$ cat src/rtl/olst_pkg.sv
// Shared types and codes for the ordered list store.
// Used by the cell, the sequencer, the top level and the port checker.
package olst_pkg;

	// command codes on the input channel
	typedef enum logic [2:0] {
		CMD_PUSH_FRONT = 3'd0,
		CMD_PUSH_BACK  = 3'd1,
		CMD_POP_FRONT  = 3'd2,
		CMD_READ_AT    = 3'd3,
		CMD_INSERT_AT  = 3'd4,
		CMD_MIN_MAX    = 3'd5
	} olst_cmd_t;

	// status codes on the result channel
	typedef enum logic [1:0] {
		ST_OK    = 2'd0,
		ST_FULL  = 2'd1,
		ST_EMPTY = 2'd2,
		ST_RANGE = 2'd3
	} olst_status_t;

	// sequencer states, one-hot
	typedef enum logic [3:0] {
		S_IDLE = 4'b0001,
		S_EXEC = 4'b0010,
		S_SCAN = 4'b0100,
		S_DONE = 4'b1000
	} olst_state_t;

	// shift controls broadcast to every cell of the row
	typedef struct packed {
		logic ins;	// open a gap at the insert position and load the new item
		logic pop;	// move every item one place towards the front
	} olst_shift_t;

endpackage

$ cat src/rtl/olst_cell.sv
// One storage cell of the shifting row; position IDX in the sequence.
// Depends on olst_pkg for the shift control struct.
module olst_cell import olst_pkg::*; #(
	parameter int DEPTH     = 16,
	parameter int ITEM_BITS = 32,
	parameter int IDX       = 0
) (
	input  logic                          clk,
	input  olst_shift_t                   shift,
	input  logic [((DEPTH > 1) ? $clog2(DEPTH) : 1)-1:0] ins_pos,
	input  logic [ITEM_BITS-1:0]          new_item,
	input  logic [ITEM_BITS-1:0]          from_front,
	input  logic [ITEM_BITS-1:0]          from_back,
	output logic [ITEM_BITS-1:0]          data_q
);

	localparam int IW = (DEPTH > 1) ? $clog2(DEPTH) : 1;
	localparam logic [IW-1:0] MY_POS = IW'(IDX);

	// load, take from the front neighbour, take from the back neighbour, or hold
	always_ff @(posedge clk) begin
		if (shift.ins) begin
			if (MY_POS == ins_pos)
				data_q <= new_item;
			else if (MY_POS > ins_pos)
				data_q <= from_front;
		end else if (shift.pop) begin
			data_q <= from_back;
		end
	end

endmodule

$ cat src/rtl/olst_ctrl.sv
// Command sequencer for the ordered list store: occupancy, status decisions,
// min/max scan over the cell row and the result register. Depends on olst_pkg.
module olst_ctrl import olst_pkg::*; #(
	parameter int DEPTH     = 16,
	parameter int ITEM_BITS = 32
) (
	input  logic                          clk,
	input  logic                          arst_n,
	input  logic                          in_valid,
	output logic                          in_ready,
	input  logic [2:0]                    command,
	input  logic [4:0]                    position,
	input  logic signed [31:0]            value,
	output logic                          out_valid,
	input  logic                          out_ready,
	output logic [1:0]                    status,
	output logic signed [31:0]            item_out,
	output logic signed [31:0]            largest,
	output logic signed [31:0]            smallest,
	output logic [4:0]                    fill_count,
	output olst_shift_t                   shift,
	output logic [((DEPTH > 1) ? $clog2(DEPTH) : 1)-1:0] ins_pos,
	output logic [ITEM_BITS-1:0]          new_item,
	output logic [((DEPTH > 1) ? $clog2(DEPTH) : 1)-1:0] rd_idx,
	input  logic [ITEM_BITS-1:0]          rd_data
);

	localparam int IW = (DEPTH > 1) ? $clog2(DEPTH) : 1;
	localparam int CW = $clog2(DEPTH + 1);
	localparam int PW = (CW > 5) ? CW : 5;
	localparam logic [CW-1:0] FULL_CNT = CW'(DEPTH);

	// sign-extend or truncate an item to the 32-bit result fields
	function automatic logic [31:0] to_port(input logic [ITEM_BITS-1:0] x);
		logic signed [63:0] w;
		w = 64'(signed'(x));
		return w[31:0];
	endfunction

	olst_state_t            state_q;
	logic [2:0]             cmd_q;
	logic [4:0]             pos_q;
	logic [ITEM_BITS-1:0]   val_q;
	logic [CW-1:0]          occ_q;
	logic [IW-1:0]          scan_q;
	logic [ITEM_BITS-1:0]   max_q;
	logic [ITEM_BITS-1:0]   min_q;

	logic                   out_valid_q;
	olst_status_t           status_q;
	logic [ITEM_BITS-1:0]   item_q;
	logic [ITEM_BITS-1:0]   big_q;
	logic [ITEM_BITS-1:0]   small_q;
	logic [4:0]             fill_q;

	logic                   out_free;
	logic                   emit;
	logic                   go_scan;
	logic                   scan_last;
	olst_shift_t            shift_req;
	olst_status_t           res_st;
	logic [ITEM_BITS-1:0]   res_item;
	logic [CW-1:0]          occ_d;
	logic [PW-1:0]          pos_ext;
	logic [PW-1:0]          occ_ext;
	logic [PW-1:0]          tgt;
	logic signed [63:0]     val_wide;

	assign in_ready   = (state_q == S_IDLE);
	assign out_free   = !out_valid_q || out_ready;
	assign pos_ext    = PW'(pos_q);
	assign occ_ext    = PW'(occ_q);
	assign val_wide   = 64'(value);
	assign new_item   = val_q;
	assign scan_last  = ((CW'(scan_q) + CW'(1)) == occ_q);

	// decide the outcome of the held command
	always_comb begin
		shift_req = '0;
		ins_pos   = '0;
		rd_idx    = '0;
		res_st    = ST_OK;
		res_item  = '0;
		occ_d     = occ_q;
		go_scan   = 1'b0;
		emit      = 1'b0;
		tgt       = '0;
		case (state_q)
			S_EXEC: begin
				case (cmd_q)
					CMD_PUSH_FRONT, CMD_PUSH_BACK, CMD_INSERT_AT: begin
						if (cmd_q == CMD_PUSH_FRONT)
							tgt = '0;
						else if (cmd_q == CMD_PUSH_BACK)
							tgt = occ_ext;
						else
							tgt = pos_ext;
						if (occ_q == FULL_CNT) begin
							res_st = ST_FULL;
						end else if (tgt > occ_ext) begin
							res_st = ST_RANGE;
						end else begin
							shift_req.ins = 1'b1;
							ins_pos       = tgt[IW-1:0];
							occ_d         = CW'(occ_q + CW'(1));
						end
					end
					CMD_POP_FRONT: begin
						if (occ_q == '0) begin
							res_st = ST_EMPTY;
						end else begin
							res_item      = rd_data;
							shift_req.pop = 1'b1;
							occ_d         = CW'(occ_q - CW'(1));
						end
					end
					CMD_READ_AT: begin
						if (pos_ext >= occ_ext) begin
							res_st = ST_RANGE;
						end else begin
							rd_idx   = pos_ext[IW-1:0];
							res_item = rd_data;
						end
					end
					CMD_MIN_MAX: begin
						if (occ_q == '0)
							res_st = ST_EMPTY;
						else
							go_scan = 1'b1;
					end
					default: ;
				endcase
				emit = out_free && !go_scan;
			end
			S_SCAN: rd_idx = scan_q;
			S_DONE: emit = out_free;
			default: ;
		endcase
		shift.ins = shift_req.ins & emit;
		shift.pop = shift_req.pop & emit;
	end

	// sequencer, occupancy and result valid
	always_ff @(posedge clk or negedge arst_n) begin
		if (!arst_n) begin
			state_q     <= S_IDLE;
			occ_q       <= '0;
			out_valid_q <= 1'b0;
		end else begin
			if (emit)
				out_valid_q <= 1'b1;
			else if (out_ready)
				out_valid_q <= 1'b0;
			if (emit)
				occ_q <= occ_d;
			case (state_q)
				S_IDLE: if (in_valid) state_q <= S_EXEC;
				S_EXEC: begin
					if (go_scan)
						state_q <= S_SCAN;
					else if (emit)
						state_q <= S_IDLE;
				end
				S_SCAN: if (scan_last) state_q <= S_DONE;
				S_DONE: if (emit) state_q <= S_IDLE;
				default: state_q <= S_IDLE;
			endcase
		end
	end

	// capture the command, walk the row for min/max, load the result fields
	always_ff @(posedge clk) begin
		if (in_valid && in_ready) begin
			cmd_q <= command;
			pos_q <= position;
			val_q <= val_wide[ITEM_BITS-1:0];
		end
		if (go_scan)
			scan_q <= '0;
		else if (state_q == S_SCAN)
			scan_q <= IW'(scan_q + IW'(1));
		if (state_q == S_SCAN) begin
			if (scan_q == '0 || $signed(rd_data) > $signed(max_q))
				max_q <= rd_data;
			if (scan_q == '0 || $signed(rd_data) < $signed(min_q))
				min_q <= rd_data;
		end
		if (emit) begin
			status_q <= res_st;
			item_q   <= res_item;
			big_q    <= (state_q == S_DONE) ? max_q : '0;
			small_q  <= (state_q == S_DONE) ? min_q : '0;
			fill_q   <= 5'(occ_d);
		end
	end

	assign out_valid  = out_valid_q;
	assign status     = status_q;
	assign item_out   = to_port(item_q);
	assign largest    = to_port(big_q);
	assign smallest   = to_port(small_q);
	assign fill_count = fill_q;

endmodule

$ cat src/rtl/ordered_list_store.sv
// Top level of the ordered list store: a row of DEPTH shifting cells with
// the command sequencer. Depends on olst_pkg, olst_cell and olst_ctrl.
//
//   channel | direction | handshake            | payload
//   input   | in        | in_valid / in_ready  | command, position, value
//   result  | out       | out_valid / out_ready| status, item_out, largest, smallest, fill_count
//
// Push, pop, insert and read capture the command on transfer, then shift the cell row
// and load the result register in the execute state. Min max goes from the execute
// state to a scan that reads one cell a cycle through the shared read multiplexer,
// then loads the result in the done state. Reset clears occupancy, the sequencer and
// the result valid only; cell contents are never read before written. A held result
// stalls the next command in execute or done until the result transfer completes.
module ordered_list_store import olst_pkg::*; #(
	parameter int DEPTH     = 16,
	parameter int ITEM_BITS = 32
) (
	input  logic               clk,
	input  logic               arst_n,
	input  logic               in_valid,
	output logic               in_ready,
	input  logic [2:0]         command,
	input  logic [4:0]         position,
	input  logic signed [31:0] value,
	output logic               out_valid,
	input  logic               out_ready,
	output logic [1:0]         status,
	output logic signed [31:0] item_out,
	output logic signed [31:0] largest,
	output logic signed [31:0] smallest,
	output logic [4:0]         fill_count
);

	localparam int IW = (DEPTH > 1) ? $clog2(DEPTH) : 1;

	olst_shift_t          shift;
	logic [IW-1:0]        ins_pos;
	logic [IW-1:0]        rd_idx;
	logic [ITEM_BITS-1:0] new_item;
	logic [ITEM_BITS-1:0] rd_data;
	logic [ITEM_BITS-1:0] cell_q [DEPTH];

	olst_ctrl #(
		.DEPTH     (DEPTH),
		.ITEM_BITS (ITEM_BITS)
	) u_ctrl (
		.clk        (clk),
		.arst_n     (arst_n),
		.in_valid   (in_valid),
		.in_ready   (in_ready),
		.command    (command),
		.position   (position),
		.value      (value),
		.out_valid  (out_valid),
		.out_ready  (out_ready),
		.status     (status),
		.item_out   (item_out),
		.largest    (largest),
		.smallest   (smallest),
		.fill_count (fill_count),
		.shift      (shift),
		.ins_pos    (ins_pos),
		.new_item   (new_item),
		.rd_idx     (rd_idx),
		.rd_data    (rd_data)
	);

	// build the row; the end cells take their own value as the missing neighbour
	for (genvar i = 0; i < DEPTH; i++) begin : g_cell
		logic [ITEM_BITS-1:0] front_d;
		logic [ITEM_BITS-1:0] back_d;
		if (i == 0) begin : g_first
			assign front_d = cell_q[i];
		end else begin : g_mid_f
			assign front_d = cell_q[i-1];
		end
		if (i == DEPTH - 1) begin : g_last
			assign back_d = cell_q[i];
		end else begin : g_mid_b
			assign back_d = cell_q[i+1];
		end
		olst_cell #(
			.DEPTH     (DEPTH),
			.ITEM_BITS (ITEM_BITS),
			.IDX       (i)
		) u_cell (
			.clk        (clk),
			.shift      (shift),
			.ins_pos    (ins_pos),
			.new_item   (new_item),
			.from_front (front_d),
			.from_back  (back_d),
			.data_q     (cell_q[i])
		);
	end

	// select one cell for pop, read and the min/max scan
	assign rd_data = cell_q[rd_idx];

endmodule

$ cat config.mk
export PLATFORM = sky130hd
export DESIGN_NAME = ordered_list_store
export DESIGN_NICKNAME = d
export VERILOG_FILES = /design/src/rtl/olst_pkg.sv /design/src/rtl/olst_cell.sv /design/src/rtl/olst_ctrl.sv /design/src/rtl/ordered_list_store.sv
export SDC_FILE = /design/constraint.sdc
export NUM_CORES = 2
export LEC_CHECK = 0
export ABC_AREA = 1
export BUFFER_PORTS_ARGS = -buffer_cell sky130_fd_sc_hd__buf_4
export CAP_MARGIN = 20
export CELL_PAD_IN_SITES_DETAIL_PLACEMENT = 0
export CELL_PAD_IN_SITES_GLOBAL_PLACEMENT = 2
export CORE_UTILIZATION = 38
export CTS_BUF_LIST = sky130_fd_sc_hd__clkbuf_4 sky130_fd_sc_hd__clkbuf_8
export CTS_CLUSTER_SIZE = 14
export DETAILED_ROUTE_END_ITERATION = 12
export PLACE_DENSITY_LB_ADDON = 0.05
export SYNTH_ARGS = -nofsm -noshare
export SYNTH_HDL_FRONTEND = slang
export SYNTH_HIERARCHICAL = 1
export SYNTH_SLANG_ARGS = --single-unit
$ cat constraint.sdc
create_clock -name clk -period 7.4 [get_ports clk]
set_input_delay 0.37 -clock clk [delete_from_list [all_inputs] [get_ports clk]]
set_output_delay 0.37 -clock clk [all_outputs]
set_load 0.1 [all_outputs]
# After elaboration in Yosys (flattened, before gate mapping)
# Index checks and enable logic that the tools add are counted.
# op_classes
n_addsub,4
mul,0
n_div,0
magnitude_cmp,20
n_eq_ne,43
n_shift,0
mux,105
bitwise,3
n_reduce_logical,35
# op_table
cell,n
32-bit 2-to-1 mux,65
32-bit binary-select mux with 4-bit select,1
32-bit case mux with 2 select lines,1
"3-bit by 1-bit != test with 1-bit output, second input constant",14
4-bit 2-to-1 mux,10
5-bit 2-to-1 mux,8
2-bit AND reduction,19
"4-bit equality test, first input constant",8
32-bit greater-than comparator,1
"4-bit greater-than comparator, first input constant",8
32-bit less-than comparator,1
"3-bit by 4-bit equality test with 1-bit output, first input constant",4
"3-bit by 4-bit greater-than comparator with 1-bit output, first input constant",4
4-bit case mux with 4 select lines,1
1-bit 2-to-1 mux,10
2-bit 2-to-1 mux,5
5-bit case mux with 2 select lines,1
"2-bit by 4-bit equality test with 1-bit output, first input constant",2
"2-bit by 4-bit greater-than comparator with 1-bit output, first input constant",2
4-bit logical NOT,2
4-bit case mux with 2 select lines,1
"3-bit by 2-bit equality test with 1-bit output, second input constant",2
"3-bit equality test, second input constant",2
2-bit case mux with 3 select lines,1
29 further kinds,37
# totals
regBits,733
latch_bits,0
mem_bits_rw,0
romBits,0
output_inout_bits,105
elab_cells,240
mem_count,0

# Longest topological paths before layout
# depth
word_depth,14
ltp_mapped,37
ltp_nobuf,33

# Modules after synthesis
# The synthesis kept the hierarchy.
# modules_own_cells
module,n_inst,cells_each,area_each_um2
olst_ctrl,1,865,10168.5
ordered_list_store,1,1549,6610.1
olst_cell at g_cell[15].u_cell,1,277,2057.0
olst_cell at g_cell[14].u_cell,1,280,2044.5
olst_cell at g_cell[0].u_cell,1,278,2039.5
olst_cell at g_cell[10].u_cell,1,282,2039.5
olst_cell at g_cell[6].u_cell,1,281,2035.7
olst_cell at g_cell[5].u_cell,1,281,2034.5
olst_cell at g_cell[7].u_cell,1,280,2030.7
olst_cell at g_cell[12].u_cell,1,279,2029.4
olst_cell at g_cell[3].u_cell,1,280,2029.4
olst_cell at g_cell[4].u_cell,1,281,2028.2
olst_cell at g_cell[9].u_cell,1,281,2026.9
olst_cell at g_cell[1].u_cell,1,279,2025.7
+4 rows,n/a,n/a,n/a

# Worst setup path before layout
# OpenSTA, ideal clock, no wires.
# synth_timing
path_type,register -> register
from,reg u_ctrl.cmd_q[1]
to,reg g_cell[8].u_cell.data_q[0] (enable)
setup_ns,0.441
arrival_ns,5.776
setup_slack_ns,1.184
path_stages_with_launch,17
path_buffers,1
cell_sequence,edfxtp_1 > nor2_1 > inv_1 > nor2_1 > inv_2 > o22ai_1 > ha_1 > a21oi_1 > o21ai_2 > o21ai_4 > nand3_4 > nor2_1 > inv_1 > nor2_4 > nand2_2 > buf_6 > a31oi_1
# synth_via
elab_chain_len,13
elab_cells_between_ends,32
# synth_rtl
element,line,source
"start, declared",olst_ctrl.sv:41,logic [2:0] cmd_q;
"start signal, assigned",olst_ctrl.sv:174,cmd_q <= command;
3-bit by 1-bit equality test with 1-bit output,"olst_ctrl.sv:90, olst_ctrl.sv:94",
5-bit 2-to-1 mux,olst_ctrl.sv:94,else if (cmd_q == CMD_PUSH_BACK)
5-bit 2-to-1 mux,olst_ctrl.sv:92,if (cmd_q == CMD_PUSH_FRONT)
5-bit 2-to-1 mux,olst_ctrl.sv:90,case (cmd_q)
5-bit 2-to-1 mux,olst_ctrl.sv:88,case (state_q)
5-bit greater-than comparator,olst_ctrl.sv:100,end else if (tgt > occ_ext) begin
4-bit 2-to-1 mux,olst_ctrl.sv:100,
4-bit 2-to-1 mux,olst_ctrl.sv:98,if (occ_q == FULL_CNT) begin
4-bit 2-to-1 mux (*),olst_ctrl.sv:90,
4-bit 2-to-1 mux (*),olst_ctrl.sv:88,
via ins_pos[3],ordered_list_store.sv:37,logic [IW-1:0] ins_pos;
4-bit greater-than comparator / 4-bit equality test (equally long branches),"olst_cell.sv:25, olst_cell.sv:23",
3-bit by 1-bit != test with 1-bit output (no line) (*),n/a,
2-bit AND reduction (no line) (*),n/a,
"end signal, assigned",olst_cell.sv:24,data_q <= new_item;
"end signal, assigned",olst_cell.sv:26,data_q <= from_front;
"end signal, assigned",olst_cell.sv:28,data_q <= from_back;
"end, declared",olst_cell.sv:14,output logic [ITEM_BITS-1:0] data_q
# The timed path passes the listed nets; every way through them passes the cells marked *. The select of a mux whose other input is x is not followed.
# A chain may end at the register's enable or synchronous reset.

# Worst setup path in the final report
# layout_timing
from,reg u_ctrl.occ_q[2] (netlist: u_ctrl/occ_ext[2])
to,reg u_ctrl.max_q[28] (enable)
# layout_via
elab_chain_len,11
# layout_rtl
element,line,source
"start, declared",olst_ctrl.sv:44,logic [CW-1:0] occ_q;
"start signal, assigned",olst_ctrl.sv:147,occ_q <= '0;
"start signal, assigned",olst_ctrl.sv:155,occ_q <= occ_d;
5-bit greater-or-equal comparator,olst_ctrl.sv:118,if (pos_ext >= occ_ext) begin
4-bit 2-to-1 mux,olst_ctrl.sv:118,
4-bit 2-to-1 mux,olst_ctrl.sv:90,
4-bit case mux with 2 select lines,olst_ctrl.sv:88,
via rd_idx[0],ordered_list_store.sv:38,logic [IW-1:0] rd_idx;
4-bit NOT with 5-bit output (not written as such),ordered_list_store.sv:98,assign rd_data = cell_q[rd_idx];
32-bit binary-select mux with 4-bit select,ordered_list_store.sv:98,
32-bit 2-to-1 mux (not written as such) (2 in a row),ordered_list_store.sv:98,
via rd_data[30],ordered_list_store.sv:40,logic [ITEM_BITS-1:0] rd_data;
32-bit greater-than comparator,olst_ctrl.sv:183,if (scan_q == '0 || $signed(rd_data) > $signed(max_q))
1-bit logical OR,olst_ctrl.sv:183,
2-bit AND reduction (no line),n/a,
"end signal, assigned",olst_ctrl.sv:184,max_q <= rd_data;
"end, declared",olst_ctrl.sv:46,logic [ITEM_BITS-1:0] max_q;
# The timed path passes the listed nets, and every way through them passes these cells. The select of a mux whose other input is x is not followed.

==> impl_metrics.env <==
export IMPL_finClkSkew_ps=33.22
export IMPL_tightest_slew_ps=1216
export IMPL_cp_start_kind="flip-flop"
export IMPL_htree_levels=4
export IMPL_power_density_nw_per_um2=220.3
export IMPL_seqCellArea_um2=21920
export IMPL_fmax_ghz=0.1628
export IMPL_die_area_um2=131100
export IMPL_final_common_cell="nand2_1"
export IMPL_ys_warn_count=6
export IMPL_postRouteAntennaNets=0
export IMPL_die_h_um=362.1
export IMPL_synth_cell_type_count=56
export IMPL_drc_errors=0
export IMPL_cts_buffer_depth=3
export IMPL_critical_path_arrival_ps=6670
export IMPL_placementRows=131
export IMPL_cts_buffers_inserted=149
export IMPL_clk_latency_ps=870
export IMPL_drive_above_1_share=0.09099
export IMPL_grt_pass1_wl_mm=282.9
export IMPL_grt_max_degree=128
export IMPL_most_common_layout_cells="2393 x nand2_1, 1544 x inv_1, 1395 x nand3_1, 719 x edfxtp_1, 257 x buf_4"
export IMPL_clk_pin_slew_ps=60
export IMPL_p_leak_nw=28.44
export IMPL_grt_pass1_vias=42180
export IMPL_slew_headroom=0.1895
export IMPL_ir_worst_vdd_mv=0.1699
export IMPL_syn_to_final_growth_pct=11.24
export IMPL_cts_tree="built"
export IMPL_timing_final_crit_share=0.8303
export IMPL_report_final_slew_viol_count=0
export IMPL_via_count=43250
export IMPL_grt_overflow=0
export IMPL_portBuffers=148
export IMPL_gp_congestion=0.8562
export IMPL_crit_required_ps=7930
export IMPL_final_hold_violation_count=0
export IMPL_finish_net_count=7107
export IMPL_hold_slack_ps=218.0
export IMPL_ys_seq_area_frac=0.4448
export IMPL_layout_min_cycle_time_ps=6144
export IMPL_clock_sinks=733
export IMPL_multi_input_area_um2=19240
export IMPL_io_pins=149
export IMPL_grt_util_all_layers=0.2855
export IMPL_holdCritPathClass="input pin to flip-flop"
export IMPL_initial_core_util=0.3845
export IMPL_syn_avg_cell_area_um2=7.149
export IMPL_finalSetupTns_ps=0
export IMPL_syn_inst=6894
export IMPL_postCtsSetupRepairBufs=0
export IMPL_ys_seq_elements=733
export IMPL_worstSetupPathType="flip-flop to flip-flop"
export IMPL_setup_viol_count_final=0
export IMPL_syn_num_nets=7016
export IMPL_drtIter0Drc=4053
export IMPL_dp_hpwl_mm=125.5
export IMPL_r2r_slack_ps=1260
export IMPL_coreArea_um2=128200
export IMPL_rsz0062_at_grt="no"
export IMPL_antenna_found_initial=4
export IMPL_cap_viol_max_count=0
export IMPL_avgRoutedWirePerCell_um=21.33
export IMPL_routed_wirelength_mm=188.5
export IMPL_dr_pass1_iters=6
export IMPL_die_x_um=362.1
export IMPL_endpoint_kind="flip-flop"
export IMPL_fillCellCount=13570
export IMPL_cp_max_fo=105
export IMPL_viasPerCell=4.896
export IMPL_cts_root_buf="clkbuf_8"
export IMPL_synth_area_um2=49280
export IMPL_status="finished clean"
## flip-flops by register name, indices dropped and copies added (netlist names), 32 cells and up
signal and count:
u_ctrl/largest 32, u_ctrl/smallest 32, u_ctrl/item_out 32, u_ctrl/new_item 32, u_ctrl/min_q 32, g_cell.u_cell/data_q 512
u_ctrl/max_q 32
## Yosys cell counts (all sizes together)
| cell type | n | area, µm² |
|---|---|---|
| nand2 | 2428 | 9261 |
| inv | 1575 | 5917 |
| nand3 | 1407 | 7109 |
| edfxtp | 719 | 21590 |
| buf | 346 | 2292 |
| nor2 | 134 | 681.9 |
| ha | 78 | 975.9 |
| a21oi | 76 | 391.6 |
| clkbuf | 31 | 116.4 |
| o21ai | 21 | 138.9 |
| nand4 | 11 | 68.82 |
| dfrtp | 9 | 225.2 |
| nor3 | 6 | 45.04 |
| o21a | 6 | 45.04 |
| o22ai | 6 | 37.54 |
| xor2 | 6 | 52.55 |
| a31oi | 5 | 37.53 |
| o211ai | 5 | 42.54 |
| clkinv | 4 | 16.26 |
| dfxtp | 4 | 80.08 |
| a21boi | 3 | 26.27 |
| or2 | 2 | 15.02 |
| xnor2 | 2 | 17.52 |
| a211oi | 1 | 7.510 |
| a21o | 1 | 7.510 |
| a22o | 1 | 8.760 |
| a22oi | 1 | 7.510 |
| dfstp | 1 | 26.28 |
| nand3b | 1 | 7.510 |
| nor3b | 1 | 12.51 |
| nor4 | 1 | 6.260 |
| o2111ai | 1 | 8.760 |
| o21bai | 1 | 7.510 |
## worst max-delay path, cell delays in order (launching register included)
cell and delay, ps:
dfrtp_1 550, inv_1 220, ha_1 360, a21oi_1 130, o21a_1 110, nand3_1 110
nor3_2 180, nand2_1 250, o21ai_4 370, buf_12 470, nand2_1 150, nand3_1 110
nand3_1 220, nand3_1 290, nand2_1 320, ha_1 400, nand2_1 70, nor2_2 130
nand4_1 200, nor3b_2 240, nand2_1 110, nand2_1 60, nand2_1 40, nand2_1 60
nand2_1 80, a21oi_4 130, buf_4 300
## what timing repair did
action                                 4_1_cts  5_1_grt
gates resized for setup                      0        0
setup endpoints to repair                    0        0
endpoints found under the hold margin       54        0
hold buffers                                46        0
## logic make-up (layout without fill, tap and decap cells)
| logic type | count (synthesis) | after routing | share of synthesized area |
|---|---|---|---|
| AND/OR/NAND/NOR | 3991 | 3991 | 0.3492 |
| buffers and inverters | 1956 | 2162 | 0.1693 |
| flip-flops | 733 | 733 | 0.4448 |
| AO/OA/AOI/OAI | 128 | 128 | 0.01556 |
| adder cells (fa/ha/maj) | 78 | 78 | 0.01980 |
| XOR/XNOR | 8 | 8 | 0.001422 |
| other | 0 | 5 | 0 |
## through the flow
step                        util  power, mW  cells  worst slack, ps  instance area, µm²
final                     0.4277      12.08   8834             1256               54820
after CTS                 0.4270      12.19   8826             1361               54740
after detailed placement  0.4011      7.886   8514             1375               51410
after floorplan                -      7.021   6894             1184               49280
after global placement    0.4011      7.885   8514             1411               51410
after global routing      0.4277      12.59   8834            983.3               54820
## worst paths after layout
| kind | cells after the start | to | from |
|---|---|---|---|
| worst min-delay path | 2 | u_ctrl/new_item[28]$_DFFE_PP_ | value[28] |
| worst max register to register | 26 | u_ctrl/max_q[28]$_DFFE_PP_ | u_ctrl/occ_ext[2]$_DFFE_PN0P_ |
| worst min register to register | 2 | u_ctrl/smallest[31]$_SDFFCE_PN0P_ | u_ctrl/min_q[31]$_DFFE_PP_ |
| max in group asynchronous | 4 | u_ctrl/occ_ext[0]$_DFFE_PN0P_ | arst_n |
| min in group asynchronous | 3 | u_ctrl/state_q[0]$_DFFE_PN1P_ | arst_n |
| worst max-delay path | 26 | u_ctrl/max_q[28]$_DFFE_PP_ | u_ctrl/occ_ext[2]$_DFFE_PN0P_ |
## routing by layer
metal | GRT usage | vias up | share of wire
met3 | 0.03651 | 233 | 0.053
met1 | 0.4149 | 20280 | 0.48
met4 | 0.06564 | 0 | 0.018
li1 | - | 21500 | -
met5 | 0 | - | 0
met2 | 0.4491 | 1242 | 0.45
## final cells by class
cell class / count / area share
Clock inverter: 67 / 0.007509
Timing Repair Buffer: 317 / 0.04898
Clock buffer: 199 / 0.04471
Tap cell: 1729 / 0.03946
Antenna cell: 5 / 0.0002282
Inverter: 1579 / 0.1084
Sequential cell: 733 / 0.3999
Multi-Input combinational cell: 4205 / 0.3509
## where the power goes
| group | internal, mW | switching, mW | total (mW) | leakage [nW] |
|---|---|---|---|---|
| combinational | 0.627 | 2.01 | 2.64 | 20.2 |
| sequential | 4.83 | 0.369 | 5.20 | 6.68 |
| clock | 2.23 | 2.00 | 4.24 | 1.51 |
| total | 7.69 | 4.39 | 12.1 | 28.4 |
(Power assumes the default switching activity.)
